## src/hw/rtl/ffha_pkg.sv

```systemverilog
// ----------------------------------------------------------------------------
// ffha_pkg
// Shared types, codes and defaults for the first-fit heap allocator.
// ----------------------------------------------------------------------------
package ffha_pkg;

    localparam int MAX_BLOCKS_DEF   = 64;
    localparam int HEADER_BYTES_DEF = 16;

    localparam int ADDR_W = 32;
    localparam int PADDR_W = 3;

    typedef logic [2:0] status_t;

    localparam status_t ST_OK       = 3'd0;
    localparam status_t ST_ZERO     = 3'd1;
    localparam status_t ST_NOSPACE  = 3'd2;
    localparam status_t ST_FULL     = 3'd3;
    localparam status_t ST_UNKNOWN  = 3'd4;
    localparam status_t ST_NULLFREE = 3'd5;

    localparam logic OP_ALLOC = 1'b0;
    localparam logic OP_FREE  = 1'b1;

    // Register select bit of paddr: 0 heap_base, 1 heap_limit
    localparam logic REG_HEAP_BASE  = 1'b0;
    localparam logic REG_HEAP_LIMIT = 1'b1;

    typedef struct packed {
        logic [ADDR_W-1:0] start;
        logic [ADDR_W-1:0] size;
        logic              free;
    } entry_t;

    localparam int ENTRY_W = $bits(entry_t);

    typedef struct packed {
        logic capture;
        logic rd_en;
        logic special;
        logic hit;
        logic miss;
        logic load_out;
    } cmd_t;

    typedef struct packed {
        logic special;
        logic hit;
    } sts_t;

endpackage

```

## src/hw/rtl/ffha_ram.sv

```systemverilog
// ----------------------------------------------------------------------------
// ffha_ram
// Generic single-write, single-read RAM with registered read data.
// ----------------------------------------------------------------------------
module ffha_ram #(
    parameter int WIDTH = 32,
    parameter int DEPTH = 64
) (
    input  logic                     clk,
    input  logic                     we,
    input  logic [$clog2(DEPTH)-1:0] waddr,
    input  logic [WIDTH-1:0]         wdata,
    input  logic                     re,
    input  logic [$clog2(DEPTH)-1:0] raddr,
    output logic [WIDTH-1:0]         rdata
);

    logic [WIDTH-1:0] mem [DEPTH];
    logic [WIDTH-1:0] rdata_reg;

    always_ff @(posedge clk)
    begin
        if (we)
        begin
            mem[waddr] <= wdata;
        end
        if (re)
        begin
            rdata_reg <= mem[raddr];
        end
    end

    assign rdata = rdata_reg;

endmodule

```

## src/hw/rtl/ffha_ctrl.sv

```systemverilog
// ----------------------------------------------------------------------------
// ffha_ctrl
// Request sequencer: capture, table scan, update and result transfer.
// ----------------------------------------------------------------------------
module ffha_ctrl #(
    parameter int MAX_BLOCKS = ffha_pkg::MAX_BLOCKS_DEF
) (
    input  logic                            clk,
    input  logic                            rst_n,
    input  logic                            in_valid,
    output logic                            in_stall,
    output logic                            out_valid,
    input  logic                            out_stall,
    input  ffha_pkg::sts_t                  sts,
    input  logic [$clog2(MAX_BLOCKS+1)-1:0] count,
    output ffha_pkg::cmd_t                  cmd,
    output logic [$clog2(MAX_BLOCKS)-1:0]   rd_idx,
    output logic [$clog2(MAX_BLOCKS)-1:0]   hit_idx
);

    localparam int IDX_W = $clog2(MAX_BLOCKS);
    localparam int CNT_W = $clog2(MAX_BLOCKS + 1);

    localparam logic [2:0] S_IDLE    = 3'd0;
    localparam logic [2:0] S_SCAN    = 3'd1;
    localparam logic [2:0] S_HIT     = 3'd2;
    localparam logic [2:0] S_MISS    = 3'd3;
    localparam logic [2:0] S_DELIVER = 3'd4;

    logic [2:0]       state_reg, state_next;
    logic [CNT_W-1:0] issue_reg, issue_next;
    logic             chk_valid_reg, chk_valid_next;
    logic [IDX_W-1:0] chk_idx_reg, chk_idx_next;
    logic             out_valid_reg, out_valid_next;

    always_comb
    begin
        state_next     = state_reg;
        issue_next     = issue_reg;
        chk_valid_next = chk_valid_reg;
        chk_idx_next   = chk_idx_reg;
        cmd            = '0;
        case (state_reg)
            S_IDLE:
            begin
                if (in_valid)
                begin
                    cmd.capture    = 1'b1;
                    issue_next     = '0;
                    chk_valid_next = 1'b0;
                    state_next     = S_SCAN;
                end
            end
            S_SCAN:
            begin
                if (sts.special)
                begin
                    cmd.special = 1'b1;
                    state_next  = S_DELIVER;
                end
                else if (chk_valid_reg && sts.hit)
                begin
                    state_next = S_HIT;
                end
                else if (issue_reg >= count)
                begin
                    state_next = S_MISS;
                end
                else
                begin
                    // issue the next entry, check the one read last cycle
                    cmd.rd_en      = 1'b1;
                    chk_idx_next   = issue_reg[IDX_W-1:0];
                    chk_valid_next = 1'b1;
                    issue_next     = issue_reg + CNT_W'(1);
                end
            end
            S_HIT:
            begin
                cmd.hit    = 1'b1;
                state_next = S_DELIVER;
            end
            S_MISS:
            begin
                cmd.miss   = 1'b1;
                state_next = S_DELIVER;
            end
            S_DELIVER:
            begin
                if (!out_valid_reg || !out_stall)
                begin
                    cmd.load_out = 1'b1;
                    state_next   = S_IDLE;
                end
            end
            default:
            begin
                state_next = S_IDLE;
            end
        endcase
    end

    assign out_valid_next = cmd.load_out || (out_valid_reg && out_stall);

    always_ff @(posedge clk or negedge rst_n)
    begin
        if (!rst_n)
        begin
            state_reg     <= S_IDLE;
            issue_reg     <= '0;
            chk_valid_reg <= 1'b0;
            chk_idx_reg   <= '0;
            out_valid_reg <= 1'b0;
        end
        else
        begin
            state_reg     <= state_next;
            issue_reg     <= issue_next;
            chk_valid_reg <= chk_valid_next;
            chk_idx_reg   <= chk_idx_next;
            out_valid_reg <= out_valid_next;
        end
    end

    assign in_stall  = (state_reg != S_IDLE);
    assign out_valid = out_valid_reg;
    assign rd_idx    = issue_reg[IDX_W-1:0];
    assign hit_idx   = chk_idx_reg;

endmodule

```

## src/hw/rtl/ffha_dp.sv

```systemverilog
// ----------------------------------------------------------------------------
// ffha_dp
// Block table, program break, match logic and result registers.
// ----------------------------------------------------------------------------
module ffha_dp #(
    parameter int MAX_BLOCKS   = ffha_pkg::MAX_BLOCKS_DEF,
    parameter int HEADER_BYTES = ffha_pkg::HEADER_BYTES_DEF
) (
    input  logic                            clk,
    input  logic                            rst_n,
    input  ffha_pkg::cmd_t                  cmd,
    input  logic [$clog2(MAX_BLOCKS)-1:0]   rd_idx,
    input  logic [$clog2(MAX_BLOCKS)-1:0]   hit_idx,
    input  logic                            opcode,
    input  logic [31:0]                     request_size,
    input  logic [31:0]                     payload_address,
    input  logic [31:0]                     heap_base,
    input  logic [31:0]                     heap_limit,
    output ffha_pkg::sts_t                  sts,
    output logic [$clog2(MAX_BLOCKS+1)-1:0] count,
    output logic [31:0]                     result_address,
    output ffha_pkg::status_t               status
);

    localparam int IDX_W = $clog2(MAX_BLOCKS);
    localparam int CNT_W = $clog2(MAX_BLOCKS + 1);

    logic                  op_reg;
    logic [31:0]           size_reg;
    logic [31:0]           addr_reg;
    logic [CNT_W-1:0]      count_reg, count_next;
    logic [31:0]           brk_reg, brk_next;
    logic [31:0]           res_addr_reg, res_addr_next;
    ffha_pkg::status_t     res_status_reg, res_status_next;
    logic [31:0]           out_addr_reg;
    ffha_pkg::status_t     out_status_reg;

    ffha_pkg::entry_t      rd_entry;
    ffha_pkg::entry_t      wr_entry;
    logic                  we;
    logic [IDX_W-1:0]      waddr;

    logic [31:0]           brk_cur;
    logic [33:0]           append_end;
    logic                  is_last;
    logic                  table_full;
    logic                  no_space;

    ffha_ram #(
        .WIDTH (ffha_pkg::ENTRY_W),
        .DEPTH (MAX_BLOCKS)
    ) u_table (
        .clk   (clk),
        .we    (we),
        .waddr (waddr),
        .wdata (wr_entry),
        .re    (cmd.rd_en),
        .raddr (rd_idx),
        .rdata (rd_entry)
    );

    // Break is heap_base only while the table is empty
    assign brk_cur    = (count_reg == '0) ? heap_base : brk_reg;
    assign append_end = {2'b00, brk_cur} + 34'(HEADER_BYTES) + {2'b00, size_reg};
    assign is_last    = (CNT_W'(hit_idx) == (count_reg - CNT_W'(1)));
    assign table_full = (count_reg == CNT_W'(MAX_BLOCKS));
    assign no_space   = (append_end > {2'b00, heap_limit});

    always_comb
    begin
        sts.special = ((op_reg == ffha_pkg::OP_ALLOC) && (size_reg == '0)) ||
                      ((op_reg == ffha_pkg::OP_FREE) && (addr_reg == '0));
        if (op_reg == ffha_pkg::OP_ALLOC)
        begin
            sts.hit = rd_entry.free && (rd_entry.size >= size_reg);
        end
        else
        begin
            sts.hit = (({1'b0, rd_entry.start} + 33'(HEADER_BYTES)) == {1'b0, addr_reg});
        end
    end

    always_comb
    begin
        count_next      = count_reg;
        brk_next        = brk_reg;
        res_addr_next   = res_addr_reg;
        res_status_next = res_status_reg;
        we              = 1'b0;
        waddr           = hit_idx;
        wr_entry        = rd_entry;
        if (cmd.special)
        begin
            res_addr_next   = '0;
            res_status_next = (op_reg == ffha_pkg::OP_ALLOC) ? ffha_pkg::ST_ZERO
                                                             : ffha_pkg::ST_NULLFREE;
        end
        else if (cmd.hit)
        begin
            res_status_next = ffha_pkg::ST_OK;
            if (op_reg == ffha_pkg::OP_ALLOC)
            begin
                // reuse the free block whole
                we             = 1'b1;
                wr_entry.free  = 1'b0;
                res_addr_next  = rd_entry.start + 32'(HEADER_BYTES);
            end
            else
            begin
                res_addr_next = '0;
                if (is_last)
                begin
                    // drop the tail block, break falls to its header
                    count_next = count_reg - CNT_W'(1);
                    brk_next   = rd_entry.start;
                end
                else
                begin
                    we            = 1'b1;
                    wr_entry.free = 1'b1;
                end
            end
        end
        else if (cmd.miss)
        begin
            res_addr_next = '0;
            if (op_reg == ffha_pkg::OP_FREE)
            begin
                res_status_next = ffha_pkg::ST_UNKNOWN;
            end
            else if (table_full)
            begin
                res_status_next = ffha_pkg::ST_FULL;
            end
            else if (no_space)
            begin
                res_status_next = ffha_pkg::ST_NOSPACE;
            end
            else
            begin
                // append at the break
                we              = 1'b1;
                waddr           = count_reg[IDX_W-1:0];
                wr_entry.start  = brk_cur;
                wr_entry.size   = size_reg;
                wr_entry.free   = 1'b0;
                count_next      = count_reg + CNT_W'(1);
                brk_next        = append_end[31:0];
                res_addr_next   = brk_cur + 32'(HEADER_BYTES);
                res_status_next = ffha_pkg::ST_OK;
            end
        end
    end

    always_ff @(posedge clk or negedge rst_n)
    begin
        if (!rst_n)
        begin
            count_reg <= '0;
        end
        else
        begin
            count_reg <= count_next;
        end
    end

    always_ff @(posedge clk)
    begin
        brk_reg        <= brk_next;
        res_addr_reg   <= res_addr_next;
        res_status_reg <= res_status_next;
        if (cmd.capture)
        begin
            op_reg   <= opcode;
            size_reg <= request_size;
            addr_reg <= payload_address;
        end
        if (cmd.load_out)
        begin
            out_addr_reg   <= res_addr_reg;
            out_status_reg <= res_status_reg;
        end
    end

    assign count          = count_reg;
    assign result_address = out_addr_reg;
    assign status         = out_status_reg;

endmodule

```

## src/hw/rtl/first_fit_heap_allocator.sv

```systemverilog
// ----------------------------------------------------------------------------
// first_fit_heap_allocator
// First-fit heap block allocator with a program break and APB config port.
// ----------------------------------------------------------------------------
// Usage:
//   Request channel (in_valid/in_stall): opcode, request_size, payload_address.
//   A transfer happens on a rising edge with in_valid high and in_stall low.
//   Result channel (out_valid/out_stall): result_address, status, exactly one
//   result per request, in request order.
//   After transfer a request scans the table entries, one per cycle through
//   the table RAM's single read port (at most MAX_BLOCKS), then resolves
//   the hit or miss; zero-size allocates and null frees skip the scan.
//   One request is in flight at a time: the next is taken the cycle after
//   its result is loaded.
//   A result waits in an output register; while the receiver stalls it holds,
//   and the next request is still taken and worked up to its result.
//   Reset clears the block count (empty heap), heap_base to 0 and heap_limit
//   to all ones. Table contents need no clearing.
//   heap_base (paddr 0) and heap_limit (paddr 4) must be written only while idle; the block does not enforce this.
// ----------------------------------------------------------------------------
module first_fit_heap_allocator #(
    parameter int MAX_BLOCKS   = ffha_pkg::MAX_BLOCKS_DEF,
    parameter int HEADER_BYTES = ffha_pkg::HEADER_BYTES_DEF
) (
    input  logic                         clk,
    input  logic                         rst_n,
    // config port
    input  logic                         psel,
    input  logic                         penable,
    input  logic                         pwrite,
    input  logic [ffha_pkg::PADDR_W-1:0] paddr,
    input  logic [31:0]                  pwdata,
    output logic [31:0]                  prdata,
    output logic                         pready,
    // request channel
    input  logic                         in_valid,
    output logic                         in_stall,
    input  logic                         opcode,
    input  logic [31:0]                  request_size,
    input  logic [31:0]                  payload_address,
    // result channel
    output logic                         out_valid,
    input  logic                         out_stall,
    output logic [31:0]                  result_address,
    output logic [2:0]                   status
);

    localparam int IDX_W = $clog2(MAX_BLOCKS);
    localparam int CNT_W = $clog2(MAX_BLOCKS + 1);

    logic [31:0]      heap_base_reg, heap_base_next;
    logic [31:0]      heap_limit_reg, heap_limit_next;
    logic             cfg_wr;

    ffha_pkg::cmd_t   cmd;
    ffha_pkg::sts_t   sts;
    logic [CNT_W-1:0] count;
    logic [IDX_W-1:0] rd_idx;
    logic [IDX_W-1:0] hit_idx;

    // Config writes complete in the access phase; the byte offset is ignored
    assign pready = 1'b1;
    assign cfg_wr = psel && penable && pwrite && pready;

    always_comb
    begin
        heap_base_next  = heap_base_reg;
        heap_limit_next = heap_limit_reg;
        if (cfg_wr)
        begin
            case (paddr[2])
                ffha_pkg::REG_HEAP_BASE:  heap_base_next  = pwdata;
                ffha_pkg::REG_HEAP_LIMIT: heap_limit_next = pwdata;
                default:                  heap_base_next  = heap_base_reg;
            endcase
        end
    end

    always_comb
    begin
        case (paddr[2])
            ffha_pkg::REG_HEAP_BASE:  prdata = heap_base_reg;
            ffha_pkg::REG_HEAP_LIMIT: prdata = heap_limit_reg;
            default:                  prdata = '0;
        endcase
    end

    always_ff @(posedge clk or negedge rst_n)
    begin
        if (!rst_n)
        begin
            heap_base_reg  <= '0;
            heap_limit_reg <= '1;
        end
        else
        begin
            heap_base_reg  <= heap_base_next;
            heap_limit_reg <= heap_limit_next;
        end
    end

    // Sequencer: hold in_stall while a request is in flight
    ffha_ctrl #(
        .MAX_BLOCKS (MAX_BLOCKS)
    ) u_ctrl (
        .clk       (clk),
        .rst_n     (rst_n),
        .in_valid  (in_valid),
        .in_stall  (in_stall),
        .out_valid (out_valid),
        .out_stall (out_stall),
        .sts       (sts),
        .count     (count),
        .cmd       (cmd),
        .rd_idx    (rd_idx),
        .hit_idx   (hit_idx)
    );

    // Table, break and result registers
    ffha_dp #(
        .MAX_BLOCKS   (MAX_BLOCKS),
        .HEADER_BYTES (HEADER_BYTES)
    ) u_dp (
        .clk             (clk),
        .rst_n           (rst_n),
        .cmd             (cmd),
        .rd_idx          (rd_idx),
        .hit_idx         (hit_idx),
        .opcode          (opcode),
        .request_size    (request_size),
        .payload_address (payload_address),
        .heap_base       (heap_base_reg),
        .heap_limit      (heap_limit_reg),
        .sts             (sts),
        .count           (count),
        .result_address  (result_address),
        .status          (status)
    );

endmodule

```

## config.mk

```make
export PLATFORM = sky130hd
export DESIGN_NAME = first_fit_heap_allocator
export DESIGN_NICKNAME = d
export VERILOG_FILES = /design/src/hw/rtl/ffha_pkg.sv /design/src/hw/rtl/ffha_ram.sv /design/src/hw/rtl/ffha_ctrl.sv /design/src/hw/rtl/ffha_dp.sv /design/src/hw/rtl/first_fit_heap_allocator.sv
export SDC_FILE = /design/constraint.sdc
export NUM_CORES = 2
export LEC_CHECK = 0
export BUFFER_PORTS_ARGS = -buffer_cell sky130_fd_sc_hd__buf_4
export CORE_MARGIN = 2
export CORE_UTILIZATION = 65
export DETAILED_ROUTE_END_ITERATION = 8
export GPL_TIMING_DRIVEN = 1
export PLACE_DENSITY_LB_ADDON = 0.12
export SYNTH_ARGS = -nofsm -noshare
export SYNTH_HDL_FRONTEND = slang
export SYNTH_MEMORY_MAX_BITS = 65536
export SYNTH_SLANG_ARGS = --single-unit
export TNS_END_PERCENT = 1
```

## constraint.sdc

```tcl
create_clock -name clk -period 21.4 [get_ports clk]
set_input_delay 3.21 -clock clk [delete_from_list [all_inputs] [get_ports clk]]
set_output_delay 3.21 -clock clk [all_outputs]
set_load 0.01 [all_outputs]
```

After elaboration in Yosys (flattened, before gate mapping). Memories as Yosys holds them, arrays and structs flattened. A register that Yosys moved wholly into a read port is not among the register bits. Cells that the tools add are included.

Flip-flop bits (word level): 256. RAM bits: 4160. Output and inout port bits: 70. Logic and storage cells: 161. Memories: 1.

Add/sub/neg operators: 8. Magnitude comparators: 3. Equality and inequality tests: 18. Mux-type cells: 82. Bitwise gates (word level): 6. Reductions and logical operators: 27.

Memory list: u_dp.u_table.mem (depth 64, width 65, read ports 1, clocked after memory_dff 1, write ports 1, line ffha_ram.sv:18) `logic [WIDTH-1:0] mem [DEPTH];`.

Operators with widths (count): $mux 32 (14); $mux 65 (5); $mux 7 (11); $add 32x5->33 const B (2); $add 32x5->32 const B (2); $logic_not 32->1 (2); $mux 64 (1); $pmux 32 s2 (1); $mux 6 (6); $add 34x32->34 (1); $gt 34x32->1 (1); $eq 33x32->1 (1); $ge 32x32->1 (1); $mux 3 (10); $mux 1 (28); $add 7x1->7 const B (2); $ne 2x2->1 const B (7); $pmux 7 s2 (1); $pmux 3 s4 (1); $eq 6x7->1 (1); $eq 7x7->1 const B (1); $ge 7x7->1 (1); $logic_and 1x1->1 (7); $logic_not 7->1 (1); 20 further kinds (36).

Longest topological paths before layout.
Depth after elaboration: 13. Mapped depth: 37. Mapped depth without buffers: 31.

Cells and area by module. Synthesis repeated with hierarchy kept, for this count alone.

Cell total of the unflattened synthesis: 8417. Area total of the unflattened synthesis: 176057.6 um^2.

By module, submodules not included: ffha_ram (instances 1, cells each 6776, area each 158932.4 um^2, sequential area each 126871.7 um^2); ffha_dp (instances 1, cells each 1356, area each 13030.0 um^2, sequential area each 4869.7 um^2); first_fit_heap_allocator (instances 1, cells each 174, area each 2951.6 um^2, sequential area each 1641.6 um^2); ffha_ctrl (instances 1, cells each 111, area each 1143.6 um^2, sequential area each 450.4 um^2).

Least setup slack after synthesis. OpenSTA, ideal clock, no wires.

Path type: register -> register. From: reg u_dp.count_reg[0] (netlist: u_dp.count[0]). To: mem u_dp.u_table.mem[24][0] (netlist name) (enable). Setup time: 0.510 ns. Arrival: 11.041 ns. Path slack: 9.850 ns. Cell stages (with the launch flop): 35. Buffers on the path: 5. Period minus slack after synthesis: 11.550 ns. Cell sequence: dfrtp_1 -> clkinv_1 -> ha_1 -> nor3b_4 -> nand2_2 -> clkbuf_1 -> clkbuf_1 -> clkbuf_1 -> mux2i_1 -> inv_1 -> ha_1 -> inv_1 -> or2_2 -> o32ai_4 -> xnor2_1 -> ha_1 -> nand2_1 -> or4_1 -> a21o_1 -> a21oi_1 -> nor3_1 -> o21bai_1 -> a21oi_1 -> xnor2_1 -> ha_1 -> nand4_1 -> or4_1 -> o32a_1 -> o311a_1 -> nand2b_1 -> a211oi_4 -> buf_2 -> buf_2 -> nand3_1 -> a21oi_1.

Word-level cells in the longest chain between the ends: 13.

Ends and longest elaborated chain: start: declaration (line ffha_dp.sv:31) `logic [CNT_W-1:0] count_reg, count_next;`; start signal: assignment (line ffha_dp.sv:163) `count_reg <= count_next;`; $logic_not 7->1 (line ffha_dp.sv:63) `assign brk_cur = (count_reg == '0) ? heap_base : brk_reg;`; $mux 32 (line ffha_dp.sv:63); $add 32x5->33 (line ffha_dp.sv:64) `assign append_end = {2'b00, brk_cur} + 34'(HEADER_BYTES) + {2'b00, size_reg};`; $add 34x32->34 (line ffha_dp.sv:64); $gt 34x32->1 (line ffha_dp.sv:67) `assign no_space = (append_end > {2'b00, heap_limit});`; $mux 1 (line ffha_dp.sv:135) `else if (no_space)`; $mux 1 (line ffha_dp.sv:131) `else if (table_full)`; $mux 1 (line ffha_dp.sv:127) `if (op_reg == ffha_pkg::OP_FREE)`; $mux 1 (line ffha_dp.sv:124) `else if (cmd.miss)`; $mux 1 (line ffha_dp.sv:98) `else if (cmd.hit)`; $mux 1 (line ffha_dp.sv:92) `if (cmd.special)`; $mux 1 (line ffha_ram.sv:23) `if (we)`; $mux 1 (implied by the code) (line ffha_ram.sv:25) `mem[waddr] <= wdata;`; end: declaration (line ffha_ram.sv:18).

Several ways; a longest one is shown, not always the timed one.

Final worst setup path.
From: reg u_dp.count_reg[0] (netlist: u_dp.count[0]). To: mem u_dp.u_table.mem[2][27] (netlist name) (enable).

The elaborated chain is that of the path after synthesis.

==> out/qor.yml <==
run_status:
  status: "complete, no violations"
sta:
  hold_slack_ns: 0.418
  max_slew_margin_pct: 9.40
  fmaxAchievable_mhz: 74.1
  hold_viol: 0
  drv_slew: 0
  period_minus_slack_ns: 13.49
  setup_viol: 0
  fin_setup_tns_ns: 0
  clock-skew-final_ns: 0.0794
  timing.final.ws_setup_ns: 7.91
  worst_pin_slew_ns: 1.35
  period_share_pct: 63.0
  rsz0062_at_grt: "false"
route:
  drc: 0
  vias: 92226
  wl_per_cell_um: 41.7
  drtAntennaViolNets: 0
  routed_wl_um: 516000
  first_pass_iters: 6
  vias_per_cell: 7.46
  drtIter0Drc: 16109
synthesis:
  yosys_warnings: 0
  ys_seq_area_share_pct: 75.3
  synth_edf_count: 4360
  ys_types: 98
  yosys.area.top_type_share_pct: 73.6
  synth_most_common_cell: "edfxtp_1"
  avgSynthCellArea_um2: 22.4
  synth_nets: 8177
  ys_async_sr_fraction_pct: 1.99
  synth_flop_cell: "edfxtp_1"
  synthTopCellsByArea: "edfxtp_1 (74%), mux4_2 (17%), mux2_2 (0.90%)"
  synth_area_um2: 178000
  synthCells: 7954
  synth_top_cells_by_count: "edfxtp_1 (4360), mux4_2 (1365), clkbuf_1 (263)"
  synth_top_area_cell: "edfxtp_1"
  ys_ff_latch: 4481
power:
  swShare_pct: 31.5
  leakagePower_nw: 61.4
  p_int_w: 0.0184
  pwr-share-seq_pct: 44.7
  totalPowerFinal_w: 0.0269
  switching_power_w: 0.00846
  ir_drop_v: 0.0000919
  power_frac_comb_pct: 27.4
  powerDensity_nw_per_um2: 135
  clkPwrFrac_pct: 27.9
grt:
  grt_pass1_vias: 90403
  antenna_found_initial: 17
  grt_overflow: 0
  grt.total_usage_pct: 37.4
  grt_max_degree: 149
  grt_pass1_wl_um: 712000
critical_path:
  cp-start-kind: "register"
  cpPeakStageDelay_ns: 0.96
  cp_max_fo: 105
  critPathMostFrequentCell: "buf_4"
  critPathRequiredTime_ns: 21.98
  cp-end-kind: "register"
  critPathArrivalTime_ns: 14.07
  cpMaxStageDelayCell: "a21oi_4"
  crit_type: "register to register"
clock_tree:
  worstSkewPairLatency_ns: 0.99
  cts.sinks: 4481
  cts_tree: "built"
  cts_resized: 0
  root_buffer: "clkbuf_16"
  post-cts-setup-buffers: 0
  cts_buffer_depth: 4
  numCtsBuffers: 435
  cts_hold_buf: 0
  clk_pin_slew_worst_paths_ns: 0.06
  htreeDepth: 5
hold_path:
  hp-class: "register to register"
floorplan:
  die_w_um: 527
  die_area_um2: 278000
  rows: 192
  chipHeight_um: 527
  coreArea_um2: 273000
  ios: 177
  start_util_pct: 65.2
placement:
  dp_cells: 11554
  io_buffers: 173
  place_ws_ns: 8.16
  dp_hpwl_um: 275000
  gp_congestion: 0.951
finish:
  drive_above_1_share_pct: 31.2
  syn_to_final_growth_pct: 11.9
  largest_reg_flops: 4160
  final_cells: 12371
  nets: 8629
job:
  max-cap-violations: 0
[final timing paths]
check,startpoint,end,slack (ns),cells after the start
max in group asynchronous,rst_n,heap_base_reg[2]$_DFFE_PN0P_,18.07,2
setup reg to reg,u_dp.count[0]$_DFFE_PN0P_,u_dp.u_table.mem[2][27]$_DFFE_PP_,7.91,37
hold reg to reg,u_dp.res_addr_reg[26]$_SDFFE_PP0N_,u_dp.result_address[26]$_DFFE_PP_,0.42,0
min in group asynchronous,rst_n,u_ctrl.out_valid$_DFF_PN0_,2.17,1
setup / recovery,u_dp.count[0]$_DFFE_PN0P_,u_dp.u_table.mem[2][27]$_DFFE_PP_,7.91,37
hold / removal,u_dp.res_addr_reg[26]$_SDFFE_PP0N_,u_dp.result_address[26]$_DFFE_PP_,0.42,0
[cell usage in the layout (no fill, tap or decap), types with 41 or more instances in the layout]
cell type,netlist,layout
a21oi_1,160,77
a21oi_4,0,83
buf_4,13,427
clkbuf_1,263,83
clkbuf_16,0,438
clkinv_1,1,110
clkinv_2,0,89
dfrtp_1,57,51
edfxtp_1,4360,4360
ha_1,115,115
inv_1,96,94
mux2_2,142,142
mux4_2,1365,1365
nand2_1,182,182
nand3_1,121,121
nand4_1,45,45
nor2_1,140,138
nor3_1,65,64
o21ai_0,69,68
or3_1,74,74
xnor2_1,74,74
xor2_1,41,41
[critical path: cells and delay by family (launching register included)]
| family | cells | cell delay, ns |
|---|---|---|
| adders and majority gates | 4 | 1.36 |
| DFF | 1 | 0.52 |
| and+or+nand+nor | 10 | 2.57 |
| AOI/OAI and AO/OA | 10 | 2.73 |
| buffers and inverters | 9 | 4.28 |
| muxes | 2 | 1.20 |
| xor gates and xnor gates | 2 | 0.26 |
[cell families (layout without fill, tap and decap cells)]
group / Yosys count / in the layout / synth area share (%)
AO/OA/AOI/OAI: 408 / 408 / 1.49
flip-flops: 4481 / 4481 / 75.3
adder cells (fa/ha/maj): 116 / 116 / 0.821
multiplexers: 1544 / 1544 / 18.4
XOR/XNOR: 119 / 119 / 0.618
AND/OR/NAND/NOR: 765 / 765 / 2.21
buffers and inverters: 520 / 1338 / 1.17
other: 1 / 11 / 0.00211
[area by class of cell]
type / instances / area, um2
Sequential cell: 4481 / 134000
Fill cell: 14940 / 73900
Inverter: 98 / 372
Multi-Input combinational cell: 2953 / 43100
Clock inverter: 280 / 2500
Clock buffer: 523 / 11300
Antenna cell: 10 / 25.0
Tap cell: 3589 / 4490
Timing Repair Buffer: 437 / 3410
[per-layer routing]
metal	track usage (%)	share of wire [%]	wire length (um)
met1	54.0	36	183000
met2	56.3	46	239000
met3	8.78	13	68600
met4	15.5	4.9	25100
met5	0	0.023	118
[metrics by stage]
step	cell area (um2)	util, %
floorplan	178000	-
global placement	185000	67.8
detailed placement	185000	67.8
CTS	199000	72.9
global route	199000	72.9
finish	199000	72.9
[power by group through the flow]
stage,logic (W),registers [W],clock network (W)
after global placement,0.00699,0.0122,0
final,0.00737,0.0120,0.00750
after floorplan,0.00476,0.0120,0
after global routing,0.00778,0.0120,0.00784
after CTS,0.00725,0.0120,0.00753
after detailed placement,0.00718,0.0122,0
Note: power is estimated with default switching activity, not from simulation.
